$ cat config.mk
export PLATFORM = sky130hd
export DESIGN_NAME = line_pattern_filter_top_flat
export DESIGN_NICKNAME = d
export VERILOG_FILES = /design/src/hw/rtl/lpf_pkg.sv /design/src/hw/rtl/lpf_in_if.sv /design/src/hw/rtl/lpf_res_if.sv /design/src/hw/rtl/lpf_cfg_regs.sv /design/src/hw/rtl/lpf_matcher.sv /design/src/hw/rtl/line_pattern_filter_top.sv /design/src/flat_wrapper.sv
export SDC_FILE = /design/constraint.sdc
export NUM_CORES = 1
export LEC_CHECK = 0
export BUFFER_PORTS_ARGS = -buffer_cell sky130_fd_sc_hd__buf_2
export CAP_MARGIN = 5
export CORE_AREA = 2 2 153 185
export DETAILED_ROUTE_END_ITERATION = 10
export DIE_AREA = 0 0 155 187
export GPL_TIMING_DRIVEN = 0
export PLACE_DENSITY = 0.73
export SYNTH_ARGS = -nofsm -noshare
export SYNTH_HDL_FRONTEND = slang
export SYNTH_HIERARCHICAL = 1
export SYNTH_SLANG_ARGS = --single-unit
export TNS_END_PERCENT = 20
$ cat constraint.sdc
create_clock -name clk -period 3.2 [get_ports clk]
set_input_delay 0.64 -clock clk [delete_from_list [all_inputs] [get_ports clk]]
set_output_delay 0.64 -clock clk [all_outputs]
set_load 0.01 [all_outputs]
$ cat src/hw/rtl/lpf_pkg.sv
package lpf_pkg;

	localparam int unsigned MAX_LINE_DEF    = 1024;
	localparam int unsigned PATTERN_MAX_DEF = 8;

	localparam logic [7:0] NEWLINE_BYTE = 8'h0A;
	localparam logic [7:0] NUL_BYTE     = 8'h00;

	// register indexes, byte address = 8 * index
	localparam logic [1:0] REG_PATTERN = 2'd0;
	localparam logic [1:0] REG_LENGTH  = 2'd1;
	localparam logic [1:0] REG_INVERT  = 2'd2;

	typedef struct packed {
		logic [63:0] pattern_bytes;
		logic [3:0]  pattern_length;
		logic        invert_match;
	} lpf_cfg_t;

	// Usable pattern length: clipped to the window depth and cut at the first NUL.
	function automatic logic [3:0] eff_len(input logic [63:0] pat, input logic [3:0] len,
			input int unsigned pmax);
		logic [3:0] n;
		logic [3:0] res;
		logic       done;
		n = len;
		if (32'(n) > pmax) n = 4'(pmax);
		if (n > 4'd8) n = 4'd8;
		res  = n;
		done = 1'b0;
		for (int k = 0; k < 8; k++) begin
			if (!done && 4'(k) < n && pat[8*k +: 8] == NUL_BYTE) begin
				res  = 4'(k);
				done = 1'b1;
			end
		end
		return res;
	endfunction

endpackage

$ cat src/hw/rtl/lpf_in_if.sv
interface lpf_in_if;
	logic       valid;
	logic       ready;
	logic [7:0] text_byte;
	logic       end_of_input;

	modport source (output valid, output text_byte, output end_of_input, input ready);
	modport sink (input valid, input text_byte, input end_of_input, output ready);
endinterface

$ cat src/hw/rtl/lpf_res_if.sv
interface lpf_res_if;
	logic        valid;
	logic        ready;
	logic [31:0] line_number;
	logic [9:0]  line_length;
	logic        pattern_found;
	logic        line_selected;

	modport source (output valid, output line_number, output line_length,
		output pattern_found, output line_selected, input ready);
	modport sink (input valid, input line_number, input line_length,
		input pattern_found, input line_selected, output ready);
endinterface

$ cat src/hw/rtl/lpf_cfg_regs.sv
module lpf_cfg_regs (
	input  logic             clk,
	input  logic             arst_n,
	input  logic             psel,
	input  logic             penable,
	input  logic             pwrite,
	input  logic [4:0]       paddr,
	input  logic [63:0]      pwdata,
	output logic [63:0]      prdata,
	output logic             pready,
	output lpf_pkg::lpf_cfg_t cfg
);

	logic [63:0] pattern_q;
	logic [3:0]  length_q;
	logic        invert_q;
	logic [1:0]  idx;
	logic        wr;

	assign idx    = paddr[4:3];
	assign wr     = psel && penable && pwrite;
	assign pready = 1'b1;

	always_ff @(posedge clk or negedge arst_n) begin
		if (!arst_n) begin
			pattern_q <= '0;
			length_q  <= '0;
			invert_q  <= 1'b0;
		end else if (wr) begin
			case (idx)
				lpf_pkg::REG_PATTERN: pattern_q <= pwdata;
				lpf_pkg::REG_LENGTH:  length_q  <= pwdata[3:0];
				lpf_pkg::REG_INVERT:  invert_q  <= pwdata[0];
				default: ;
			endcase
		end
	end

	always_comb begin
		case (idx)
			lpf_pkg::REG_PATTERN: prdata = pattern_q;
			lpf_pkg::REG_LENGTH:  prdata = {60'd0, length_q};
			lpf_pkg::REG_INVERT:  prdata = {63'd0, invert_q};
			default:              prdata = '0;
		endcase
	end

	assign cfg.pattern_bytes  = pattern_q;
	assign cfg.pattern_length = length_q;
	assign cfg.invert_match   = invert_q;

endmodule

$ cat src/hw/rtl/lpf_matcher.sv
module lpf_matcher #(
	parameter int unsigned MAX_LINE    = lpf_pkg::MAX_LINE_DEF,
	parameter int unsigned PATTERN_MAX = lpf_pkg::PATTERN_MAX_DEF
) (
	input  logic              clk,
	input  logic              arst_n,
	input  lpf_pkg::lpf_cfg_t cfg,
	input  logic              in_valid,
	input  logic [7:0]        text_byte,
	input  logic              end_of_input,
	output logic              step,
	lpf_res_if.source         res
);

	localparam int unsigned LW = $clog2(MAX_LINE);
	localparam int unsigned SW = $clog2(PATTERN_MAX + 1);

	logic [7:0]    win_q [PATTERN_MAX];
	logic [7:0]    win_n [PATTERN_MAX];
	logic [LW-1:0] bytes_q, bytes_n;
	logic [SW-1:0] searched_q, searched_n;
	logic          hit_q, hit_n;
	logic          stopped_q, stopped_n;
	logic [31:0]   lines_q, lines_n;
	logic          finish;
	logic          found;
	logic          sel_hit;
	logic          ok;
	logic [3:0]    plen;
	logic [31:0]   len_ext;

	logic          out_v_q;
	logic [31:0]   num_q;
	logic [9:0]    len_q;
	logic          found_q;
	logic          selected_q;

	assign plen = lpf_pkg::eff_len(cfg.pattern_bytes, cfg.pattern_length, PATTERN_MAX);
	// only a line end needs room in the result register
	assign step = in_valid && (!out_v_q || res.ready || !finish);

	always_comb begin
		win_n      = win_q;
		bytes_n    = bytes_q;
		searched_n = searched_q;
		hit_n      = hit_q;
		stopped_n  = stopped_q;
		finish     = 1'b0;
		sel_hit    = 1'b0;
		ok         = 1'b1;
		if (end_of_input) begin
			finish = bytes_q != '0;
		end else begin
			if (!stopped_q) begin
				if (text_byte == lpf_pkg::NUL_BYTE) begin
					stopped_n = 1'b1;
				end else begin
					win_n[0] = text_byte;
					for (int k = 1; k < PATTERN_MAX; k++) win_n[k] = win_q[k-1];
					if (32'(searched_q) < PATTERN_MAX) searched_n = searched_q + 1'b1;
					// all pattern lengths compared at once, the live one picked after
					for (int l = 1; l <= PATTERN_MAX; l++) begin
						ok = 1'b1;
						for (int k = 0; k < l; k++) begin
							if (win_n[l-1-k] != cfg.pattern_bytes[8*k +: 8]) ok = 1'b0;
						end
						if (plen == 4'(l)) sel_hit = ok;
					end
					if (plen != 4'd0 && 4'(searched_n) >= plen && sel_hit) hit_n = 1'b1;
				end
			end
			bytes_n = bytes_q + 1'b1;
			finish  = text_byte == lpf_pkg::NEWLINE_BYTE || bytes_n >= LW'(MAX_LINE - 1);
		end
	end

	assign found   = hit_n || plen == 4'd0;
	assign lines_n = (lines_q == 32'hFFFF_FFFF) ? lines_q : lines_q + 32'd1;
	assign len_ext = 32'(bytes_n);

	always_ff @(posedge clk or negedge arst_n) begin
		if (!arst_n) begin
			for (int k = 0; k < PATTERN_MAX; k++) win_q[k] <= '0;
			bytes_q    <= '0;
			searched_q <= '0;
			hit_q      <= 1'b0;
			stopped_q  <= 1'b0;
			lines_q    <= '0;
		end else if (step) begin
			if (finish || end_of_input) begin
				for (int k = 0; k < PATTERN_MAX; k++) win_q[k] <= '0;
				bytes_q    <= '0;
				searched_q <= '0;
				hit_q      <= 1'b0;
				stopped_q  <= 1'b0;
			end else begin
				win_q      <= win_n;
				bytes_q    <= bytes_n;
				searched_q <= searched_n;
				hit_q      <= hit_n;
				stopped_q  <= stopped_n;
			end
			if (finish) lines_q <= lines_n;
		end
	end

	always_ff @(posedge clk or negedge arst_n) begin
		if (!arst_n) begin
			out_v_q <= 1'b0;
		end else if (step && finish) begin
			out_v_q <= 1'b1;
		end else if (res.ready) begin
			out_v_q <= 1'b0;
		end
	end

	always_ff @(posedge clk) begin
		if (step && finish) begin
			num_q      <= lines_n;
			len_q      <= len_ext[9:0];
			found_q    <= found;
			selected_q <= found ^ cfg.invert_match;
		end
	end

	assign res.valid         = out_v_q;
	assign res.line_number   = num_q;
	assign res.line_length   = len_q;
	assign res.pattern_found = found_q;
	assign res.line_selected = selected_q;

endmodule

$ cat src/hw/rtl/line_pattern_filter_top.sv
// channel     dir  beat contents
// text_in     in   text_byte[7:0], end_of_input
// lines_out   out  line_number[31:0], line_length[9:0], pattern_found, line_selected
// apb         in   pattern (0x00), length (0x08), invert (0x10), 64-bit data
//
// One byte per clock sustained. A byte is registered in the input register at
// accept; the window compare and line bookkeeping then run from that register
// into the result register, which loads a line's result once it has room.
// text_in stays ready while a result waits, unless a line end meets a full
// result register. Reset clears line state and the line counter; no sweep.
module line_pattern_filter_top #(
	parameter int unsigned MAX_LINE    = lpf_pkg::MAX_LINE_DEF,
	parameter int unsigned PATTERN_MAX = lpf_pkg::PATTERN_MAX_DEF
) (
	input  logic        clk,
	input  logic        arst_n,
	input  logic        psel,
	input  logic        penable,
	input  logic        pwrite,
	input  logic [4:0]  paddr,
	input  logic [63:0] pwdata,
	output logic [63:0] prdata,
	output logic        pready,
	lpf_in_if.sink      text_in,
	lpf_res_if.source   lines_out
);

	lpf_pkg::lpf_cfg_t cfg;
	logic              v_s1;
	logic [7:0]        byte_s1;
	logic              eoi_s1;
	logic              adv;

	lpf_cfg_regs u_cfg (
		.clk     (clk),
		.arst_n  (arst_n),
		.psel    (psel),
		.penable (penable),
		.pwrite  (pwrite),
		.paddr   (paddr),
		.pwdata  (pwdata),
		.prdata  (prdata),
		.pready  (pready),
		.cfg     (cfg)
	);

	assign text_in.ready = !v_s1 || adv;

	always_ff @(posedge clk or negedge arst_n) begin
		if (!arst_n) begin
			v_s1 <= 1'b0;
		end else if (text_in.ready) begin
			v_s1 <= text_in.valid;
		end
	end

	always_ff @(posedge clk) begin
		if (text_in.ready && text_in.valid) begin
			byte_s1 <= text_in.text_byte;
			eoi_s1  <= text_in.end_of_input;
		end
	end

	lpf_matcher #(
		.MAX_LINE    (MAX_LINE),
		.PATTERN_MAX (PATTERN_MAX)
	) u_match (
		.clk          (clk),
		.arst_n       (arst_n),
		.cfg          (cfg),
		.in_valid     (v_s1),
		.text_byte    (byte_s1),
		.end_of_input (eoi_s1),
		.step         (adv),
		.res          (lines_out)
	);

	a_num_nonzero: assert property (@(posedge clk) disable iff (!arst_n)
		lines_out.valid |-> lines_out.line_number != 32'd0)
		else $error("result with zero line number");

	a_s1_hold: assert property (@(posedge clk) disable iff (!arst_n)
		v_s1 && !adv |=> v_s1 && $stable(byte_s1) && $stable(eoi_s1))
		else $error("stalled input register lost its byte");

	a_no_repeat: assert property (@(posedge clk) disable iff (!arst_n)
		lines_out.valid && lines_out.ready && !adv |=> !lines_out.valid)
		else $error("taken result shown again");

endmodule
$ cat src/flat_wrapper.sv
// flat-port wrapper written by rule: the top's interface ports become plain ports
module line_pattern_filter_top_flat 
#(
	parameter int unsigned MAX_LINE    = lpf_pkg::MAX_LINE_DEF,
	parameter int unsigned PATTERN_MAX = lpf_pkg::PATTERN_MAX_DEF
)
  (clk, arst_n, psel, penable, pwrite, paddr, pwdata, prdata, pready, text_in_valid, text_in_text_byte, text_in_end_of_input, text_in_ready, lines_out_valid, lines_out_line_number, lines_out_line_length, lines_out_pattern_found, lines_out_line_selected, lines_out_ready);
  lpf_in_if text_in_i ();
  lpf_res_if lines_out_i ();
  input  logic clk;
  input  logic arst_n;
  input  logic psel;
  input  logic penable;
  input  logic pwrite;
  input  logic [4:0] paddr;
  input  logic [63:0] pwdata;
  output logic [63:0] prdata;
  output logic pready;
  input wire logic [$bits(text_in_i.valid)-1:0] text_in_valid;
  input wire logic [$bits(text_in_i.text_byte)-1:0] text_in_text_byte;
  input wire logic [$bits(text_in_i.end_of_input)-1:0] text_in_end_of_input;
  output wire logic [$bits(text_in_i.ready)-1:0] text_in_ready;
  output wire logic [$bits(lines_out_i.valid)-1:0] lines_out_valid;
  output wire logic [$bits(lines_out_i.line_number)-1:0] lines_out_line_number;
  output wire logic [$bits(lines_out_i.line_length)-1:0] lines_out_line_length;
  output wire logic [$bits(lines_out_i.pattern_found)-1:0] lines_out_pattern_found;
  output wire logic [$bits(lines_out_i.line_selected)-1:0] lines_out_line_selected;
  input wire logic [$bits(lines_out_i.ready)-1:0] lines_out_ready;
  assign text_in_i.valid = text_in_valid;
  assign text_in_i.text_byte = text_in_text_byte;
  assign text_in_i.end_of_input = text_in_end_of_input;
  assign text_in_ready = text_in_i.ready;
  assign lines_out_valid = lines_out_i.valid;
  assign lines_out_line_number = lines_out_i.line_number;
  assign lines_out_line_length = lines_out_i.line_length;
  assign lines_out_pattern_found = lines_out_i.pattern_found;
  assign lines_out_line_selected = lines_out_i.line_selected;
  assign lines_out_i.ready = lines_out_ready;
  line_pattern_filter_top #(.MAX_LINE(MAX_LINE), .PATTERN_MAX(PATTERN_MAX)) u_core (.clk(clk), .arst_n(arst_n), .psel(psel), .penable(penable), .pwrite(pwrite), .paddr(paddr), .pwdata(pwdata), .prdata(prdata), .pready(pready), .text_in(text_in_i), .lines_out(lines_out_i));
endmodule
==> results of run 1 <==
==> worst max-delay path, delay by kind of cell, from the launching register on <==
kind | cells | cell delay, ns
buffers and inverters | 1 | 0.14
adder cells (fa/ha/maj) | 1 | 0.28
XOR/XNOR | 1 | 0.08
AND/OR/NAND/NOR | 4 | 0.63
AO/OA/AOI/OAI | 9 | 1.86
flip-flops | 1 | 0.41
==> timing repair <==
item,CTS,global route
setup buffers,49,11
pin swaps,23,17
endpoints found under the setup margin,142,79
gates resized for setup,130,30
==> registers in the layout, summed over array words and instances, names as in the netlist <==
signal and flops:
u_core/u_match/res.valid 1, u_core/u_match/lines_q 32, u_core/u_match/stopped_q 1, u_core/u_cfg/pattern_q 64
u_core/u_match/bytes_q 10, u_core/u_match/searched_q 4, u_core/u_match/res.line_selected 1, u_core/v_s1 1
u_core/u_cfg/length_q 4, u_core/u_cfg/invert_q 1, u_core/u_match/res.pattern_found 1, u_core/u_match/res.line_length 10
u_core/byte_s1 8, u_core/u_match/hit_q 1, u_core/eoi_s1 1, u_core/u_match/res.line_number 32
u_core/u_match/win_q 56
==> cell usage in the layout, fill, tap and decap left out, types with 49 or more instances in the layout <==
cell,instances
and2_1,65
edfxtp_1,53
nand4_1,61
buf_4,75
nor2_1,49
clkbuf_1,57
xor2_1,128
mux2_2,67
dfrtp_1,155
xnor2_1,231
buf_2,202
nand2_1,170
o21ai_0,57
==> worst min-delay path by stage <==
stage          cells after the start                          to                      from  slack [ns]
2_1_floorplan                      0       u_core/u_cfg/invert_q                    arst_n        0.34
3_3_place_gp                       2    u_core/u_match/stopped_q  u_core/u_match/stopped_q        0.47
3_5_place_dp                       2    u_core/u_match/stopped_q  u_core/u_match/stopped_q        0.48
4_1_cts                            1   u_core/u_cfg/pattern_q[9]                    arst_n        0.06
5_1_grt                            1  u_core/u_cfg/pattern_q[11]                    arst_n        0.09
6_report                           1  u_core/u_cfg/pattern_q[25]                    arst_n        0.04
==> logic make-up (layout without fill, tap and decap cells) <==
logic type | after synthesis | after routing | synth area share
other cells | 1 | 2 | 0.000265
fa+ha+maj | 9 | 9 | 0.00795
xor+xnor | 360 | 360 | 0.222
simple gates | 494 | 494 | 0.183
flops | 228 | 228 | 0.421
mux | 76 | 76 | 0.0600
buf+inv | 159 | 432 | 0.0523
compound gates | 121 | 121 | 0.0522
==> metrics by stage <==
step	utilization	TNS, ns	instance area, µm²	total power (W)
floorplan	-	-0.538	14200	0.00632
global placement	0.567	-276.58	15600	0.00751
detailed placement	0.569	-49.37	15600	0.00758
CTS	0.624	-13.43	17100	0.0108
global route	0.628	-33.69	17200	0.0114
finish	0.629	-23.05	17200	0.0109
==> layer usage <==
layer / vias to the layer above / track usage / share of wire / routed length [µm]
met1: 5882 / 0.410 / 0.39 / 19300
met2: 578 / 0.569 / 0.48 / 24000
met4: 4 / 0.164 / 0.051 / 2530
met3: 171 / 0.0690 / 0.074 / 3650
met5: - / 0 / 0.00054 / 27
li1: 5389 / - / - / -
==> layout make-up <==
cell class | count | area share
Inverter | 15 | 0.00399
Clock inverter | 13 | 0.00784
Antenna cell | 1 | 0.000145
Timing Repair Buffer | 250 | 0.0838
Clock buffer | 31 | 0.0388
Sequential cell | 228 | 0.348
Multi-Input combinational cell | 1061 | 0.447
Tap cell | 345 | 0.0251
Buffer | 123 | 0.0456
==> report_power, final <==
part / switching, W / internal, W
clock: 0.00120 / 0.00165
combinational: 0.00228 / 0.00179
sequential: 0.000563 / 0.00344
total: 0.00405 / 0.00687
==> metrics.csv, run 1 <==
metric,value,unit
total wire length,49600,µm
area occupied by multi-input gates,7700,µm²
Yosys reg bits,228,
Worst Tran Pin Value,0.968,ns
largest net degree at the start of global routing,109,
CTS Buffer Depth,3,
Area Growth Syn to Fin,21.6,%
worst vdd ir,0.433,mV
first-pass GRT wire length,74000,µm
"count leader, synth",xnor2_1,
pre-CTS WS,-1.11,ns
CP Launch Type,flop,
Worst Hold Class,in -> async,
drt pass-1 iters,5,
"Worst Path Class, Setup",reg -> reg,
Max transition margin,0.355,
share of layout cells above drive strength 1,0.291,
endpoints failing hold,0,
Initial DRC Count,1030,
RSZ-0062 raised after global routing,yes,
fin nets,1797,
Synth area leader,dfrtp_1,
I/O Buffers,189,
Inst Count DP,1983,
slowest cell delay on critical path,0.41,ns
Critical Path End,u_core/u_match/res.line_selected,
Post-Syn Area,14200,µm²
pwr dens,634,nW/µm²
# IOs,196,
detailed placement HPWL,34900,µm
worst r2r dst,u_core/u_match/res.line_selected,
hold buffer count at cts,0,
Num CTS Buffers,24,
Synth area leaders,"dfrtp_1 31%, xnor2_1 14%, edfxtp_1 11%, xor2_1 7.9%, mux2_2 5.3%",
CP endpoint kind,flop,
Worst Clk Skew,0.0214,ns
required time worst endpoint,3.48,ns
die area,29000,µm²
Ys Warns,6,
final worst slack,-0.443,ns
violated checks,setup timing,
final worst path period need,3.64,ns
area share of the largest cell type after synthesis,0.309,
CP max-delay cell,dfrtp_2,
Synth Area per Inst,9.79,µm²
register area,6000,µm²
synth unique cells,74,
r2r setup slk,-0.44,ns
Clock Latency Late Sink,0.53,ns
worst path cell trace,or2_4 -> buf_8 -> o211a_1 -> a2111o_1 -> and2_4 -> a21o_1 -> ha_1 -> nand2b_1 -> a21o_1 -> a21o_1 -> a21oi_2 -> nor3b_2 -> a41oi_2 -> a21bo_2 -> a21oi_4 -> xnor2_2,
"CTS clk-pin slew, worst paths",0.06,ns
Tcrit/Tclk final,1.14,
hold slack,0.0364,ns
vias in the first global route,12100,
Crit. Startpoint,u_core/u_cfg/length_q[3],
status,"finished, violations left",
total number of vias,12000,
die height,187,µm
TritonCTS clock tree,built,
final setup violation count,67,
CTS Root Cell,clkbuf_16,
post-DR wirelength/cell,24.0,µm
Final Max Tran Viols,0,
Die X,155,µm
Max Cap Violations,0,
initial antenna violation count,2,
Worst Path Arrival,3.93,ns
drt via density,5.82,
critical path's most frequent cell,a21o_1,
gr usage total,0.337,
Static Leakage,7.42,nW
list of most frequent post-synthesis cells,"232 x xnor2_1, 175 x dfrtp_1, 171 x nand2_1",
Worst Path Max Fanout,10,
starting density of the core,0.517,
Non-Filler Instances,2067,
max frequency,274,MHz
Synth Net Count,1542,
grt ovf,0,
clock sinks,228,
number of flops mapped to enable cells by yosys,53,
filler cell count in the final layout,2294,
CORE AREA,27400,µm²
GP Congestion,1.01,
Synth Flop Type,dfrtp_1,
Std-Cell Rows,67,
post-synthesis sequential area ratio,0.421,
FF-to-FF Start,u_core/u_cfg/length_q[3],
Routed Antenna Nets,0,
Post-route DRC,0,
"Async S/R FF share, synth",0.768,
Max H-tree Level,1,
Reg2Reg Depth,16,
synthesized instance count,1448,
No activity file was read; power rests on OpenSTA's default activity.
==> run 2: changes to the inputs <==
CORE_AREA = 2 2 144 174   (was 2 2 153 185)
DIE_AREA = 0 0 146 176   (was 0 0 155 187)
PLACE_DENSITY = 0.79   (was 0.73)
clock period = 4.2 ns   (was 3.2 ns; I/O delays follow)
==> metrics.csv, run 2 (synthesis gave the netlist of run 1 again) <==
metric,value,unit,change
status,finished clean,,
required time worst endpoint,4.46,ns,+0.98 ns
Max H-tree Level,1,,unchanged
Worst Path Max Fanout,5,,-5
die height,176,µm,-5.9%
Reg2Reg Depth,14,,-2
clock sinks,228,,unchanged
Worst Hold Class,in -> async,,
post-DR wirelength/cell,24.0,µm,+0.14%
starting density of the core,0.593,,+0.0762
Worst Clk Skew,0.0265,ns,+0.00509 ns
total number of vias,11900,,-1.1%
Top Registers,"u_core/u_cfg/pattern_q: 64 flops, u_core/u_match/win_q: 56 flops",,
Comb power frac,0.353,,-0.020
Tcrit/Tclk final,0.985,,-0.153
post-CTS setup buffers,0,,-100%
Initial DRC Count,1014,,-1.6%
CP endpoint kind,flop,,
vias in the first global route,12000,,-0.98%
die area,25700,µm²,-11%
Routed Antenna Nets,0,,unchanged
gr usage total,0.369,,+0.0320
most frequent cells in the layout,"232 x xnor2_1, 205 x buf_2, 175 x dfrtp_1, 171 x nand2_1, 128 x xor2_1",,
drt pass-1 iters,5,,unchanged
Switch Pwr,0.00300,W,-26%
first-pass GRT wire length,71600,µm,-3.2%
RSZ-0062 raised after global routing,yes,,
# IOs,196,,unchanged
TritonCTS clock tree,built,,
Std-Cell Rows,62,,-7.5%
endpoints failing hold,0,,unchanged
CTS Buffer Depth,3,,unchanged
Sequential Power Share,0.364,,-0.002
detailed placement HPWL,34600,µm,-0.60%
final instance area,16500,µm²,-4.2%
CTS Root Cell,clkbuf_16,,
Post-route DRC,0,,unchanged
largest net degree at the start of global routing,120,,+10%
Worst Path Arrival,4.40,ns,+0.47 ns
Worst Tran Pin Value,1.08,ns,+0.112 ns
Die X,146,µm,-5.8%
I/O Buffers,189,,unchanged
hold slack,0.201,ns,+0.164 ns
Static Leakage,7.10,nW,-4.4%
Max transition margin,0.280,,-0.0746
grt ovf,0,,unchanged
hold buffer count at cts,0,,unchanged
"CTS clk-pin slew, worst paths",0.07,ns,about the same
Final Max Tran Viols,0,,unchanged
max frequency,242,MHz,-12%
GP Congestion,0.994,,-2.0%
Max Cap Violations,0,,unchanged
Power Internal,0.00516,W,-25%
"Worst Path Class, Setup",reg -> reg,,
initial antenna violation count,0,,-2
Clock Latency Late Sink,0.54,ns,about the same
"commonest non-fill, non-tap cell in the layout",xnor2_1,,
Tot Pwr,0.00815,W,-25%
Placed Area,15600,µm²,-0.25%
pwr dens,494,nW/µm²,-22%
clock power share,0.283,,+0.022
share of layout cells above drive strength 1,0.230,,-0.0604
total wire length,48000,µm,-3.3%
final worst path period need,4.14,ns,+0.494 ns
Reg with most FFs,u_core/u_cfg/pattern_q,,
Area Growth Syn to Fin,16.5,%,
n_diodes,0,,-1
drt via density,5.96,,+2.4%
Num CTS Buffers,24,,unchanged
CORE AREA,23900,µm²,-13%
fin nets,1753,,-2.4%
switch share,0.368,,-0.00327
final setup violation count,0,,-100%
max FFs per register,64,,unchanged
CP Launch Type,flop,,
worst vdd ir,0.390,mV,-9.8%
[run 2: cell count changes in the layout (fill, tap and decap cells not counted), sizes merged]
cell / delta
inv: +3
bufinv: +2
clkdlybuf4s15: -1
diode: -1
clkbuf: +16
clkinvlp: -4
buf: -60
[run 2: metal layers]
metal	vias to the layer above	GRT usage	wire, µm	share of wire
li1	5292	-	-	-
met1	5840	0.451	18400	0.38
met2	576	0.623	22900	0.48
met3	187	0.0783	3860	0.081
met4	0	0.184	2820	0.059
met5	-	0	0	0
[run 2: critical path, cell delays in order, from the launching register on]
cell	delay (ns)
dfrtp_1	0.48
nor4_1	0.94
o21ai_0	0.19
nand4b_1	0.23
a211oi_1	0.39
nor2_1	0.09
ha_1	0.29
a21o_1	0.16
a21o_1	0.17
a21oi_1	0.14
nor3b_1	0.08
a41oi_1	0.16
a21bo_2	0.25
a21oi_1	0.22
xnor2_1	0.09
[run 2: power groups by stage]
stage               sequential [W]  clock (W)  combinational (W)
floorplan                  0.00286          0            0.00194
global placement           0.00293          0            0.00278
detailed placement         0.00294          0            0.00281
CTS                        0.00291    0.00234            0.00283
global route               0.00300    0.00243            0.00306
finish                     0.00296    0.00231            0.00288
[run 2: path summary, 6_finish.rpt]
| kind | start | endpoint | slack, ns |
|---|---|---|---|
| min in group clk | u_core/u_match/stopped_q | u_core/u_match/stopped_q | 0.49 |
| worst min register to register | u_core/u_match/stopped_q | u_core/u_match/stopped_q | 0.49 |
| worst min-delay path | arst_n | u_core/u_cfg/pattern_q[11] | 0.20 |
| worst max-delay path | u_core/u_cfg/pattern_q[49] | u_core/u_match/res.line_selected | 0.06 |
| worst max register to register | u_core/u_cfg/pattern_q[49] | u_core/u_match/res.line_selected | 0.06 |
| max in group asynchronous | arst_n | u_core/u_match/res.valid | 2.99 |
[run 2: final cells by class]
| class | count | area [µm²] |
|---|---|---|
| fillers | 1879 | 7380 |
| clock buffers | 30 | 664 |
| well taps | 320 | 400 |
| plain buffers | 139 | 682 |
| repair buffers | 190 | 983 |
| clock inverters | 14 | 196 |
| flip-flops and latches | 228 | 5970 |
| multi-input cells | 1061 | 7550 |
| inverters | 15 | 57.6 |
[run 2: metrics by stage]
stage / std cells / setup TNS, ns / worst slack [ns] / utilization
after floorplan: 1448 / 0 / 0.680 / -
after detailed placement: 1958 / -0.251 / -0.140 / 0.651
final: 1997 / 0 / 0.0628 / 0.691
after global placement: 1957 / -89.77 / -0.540 / 0.649
after global routing: 1997 / -0.0121 / -0.0121 / 0.691
after CTS: 2002 / 0 / 0.0327 / 0.688
[run 2: repair_timing]
item | 4_1_cts | 5_1_grt
gates cloned | 0 | 0
gates resized for setup | 3 | 41
setup endpoints to repair | 2 | 6
endpoints found under the hold margin | 0 | 0
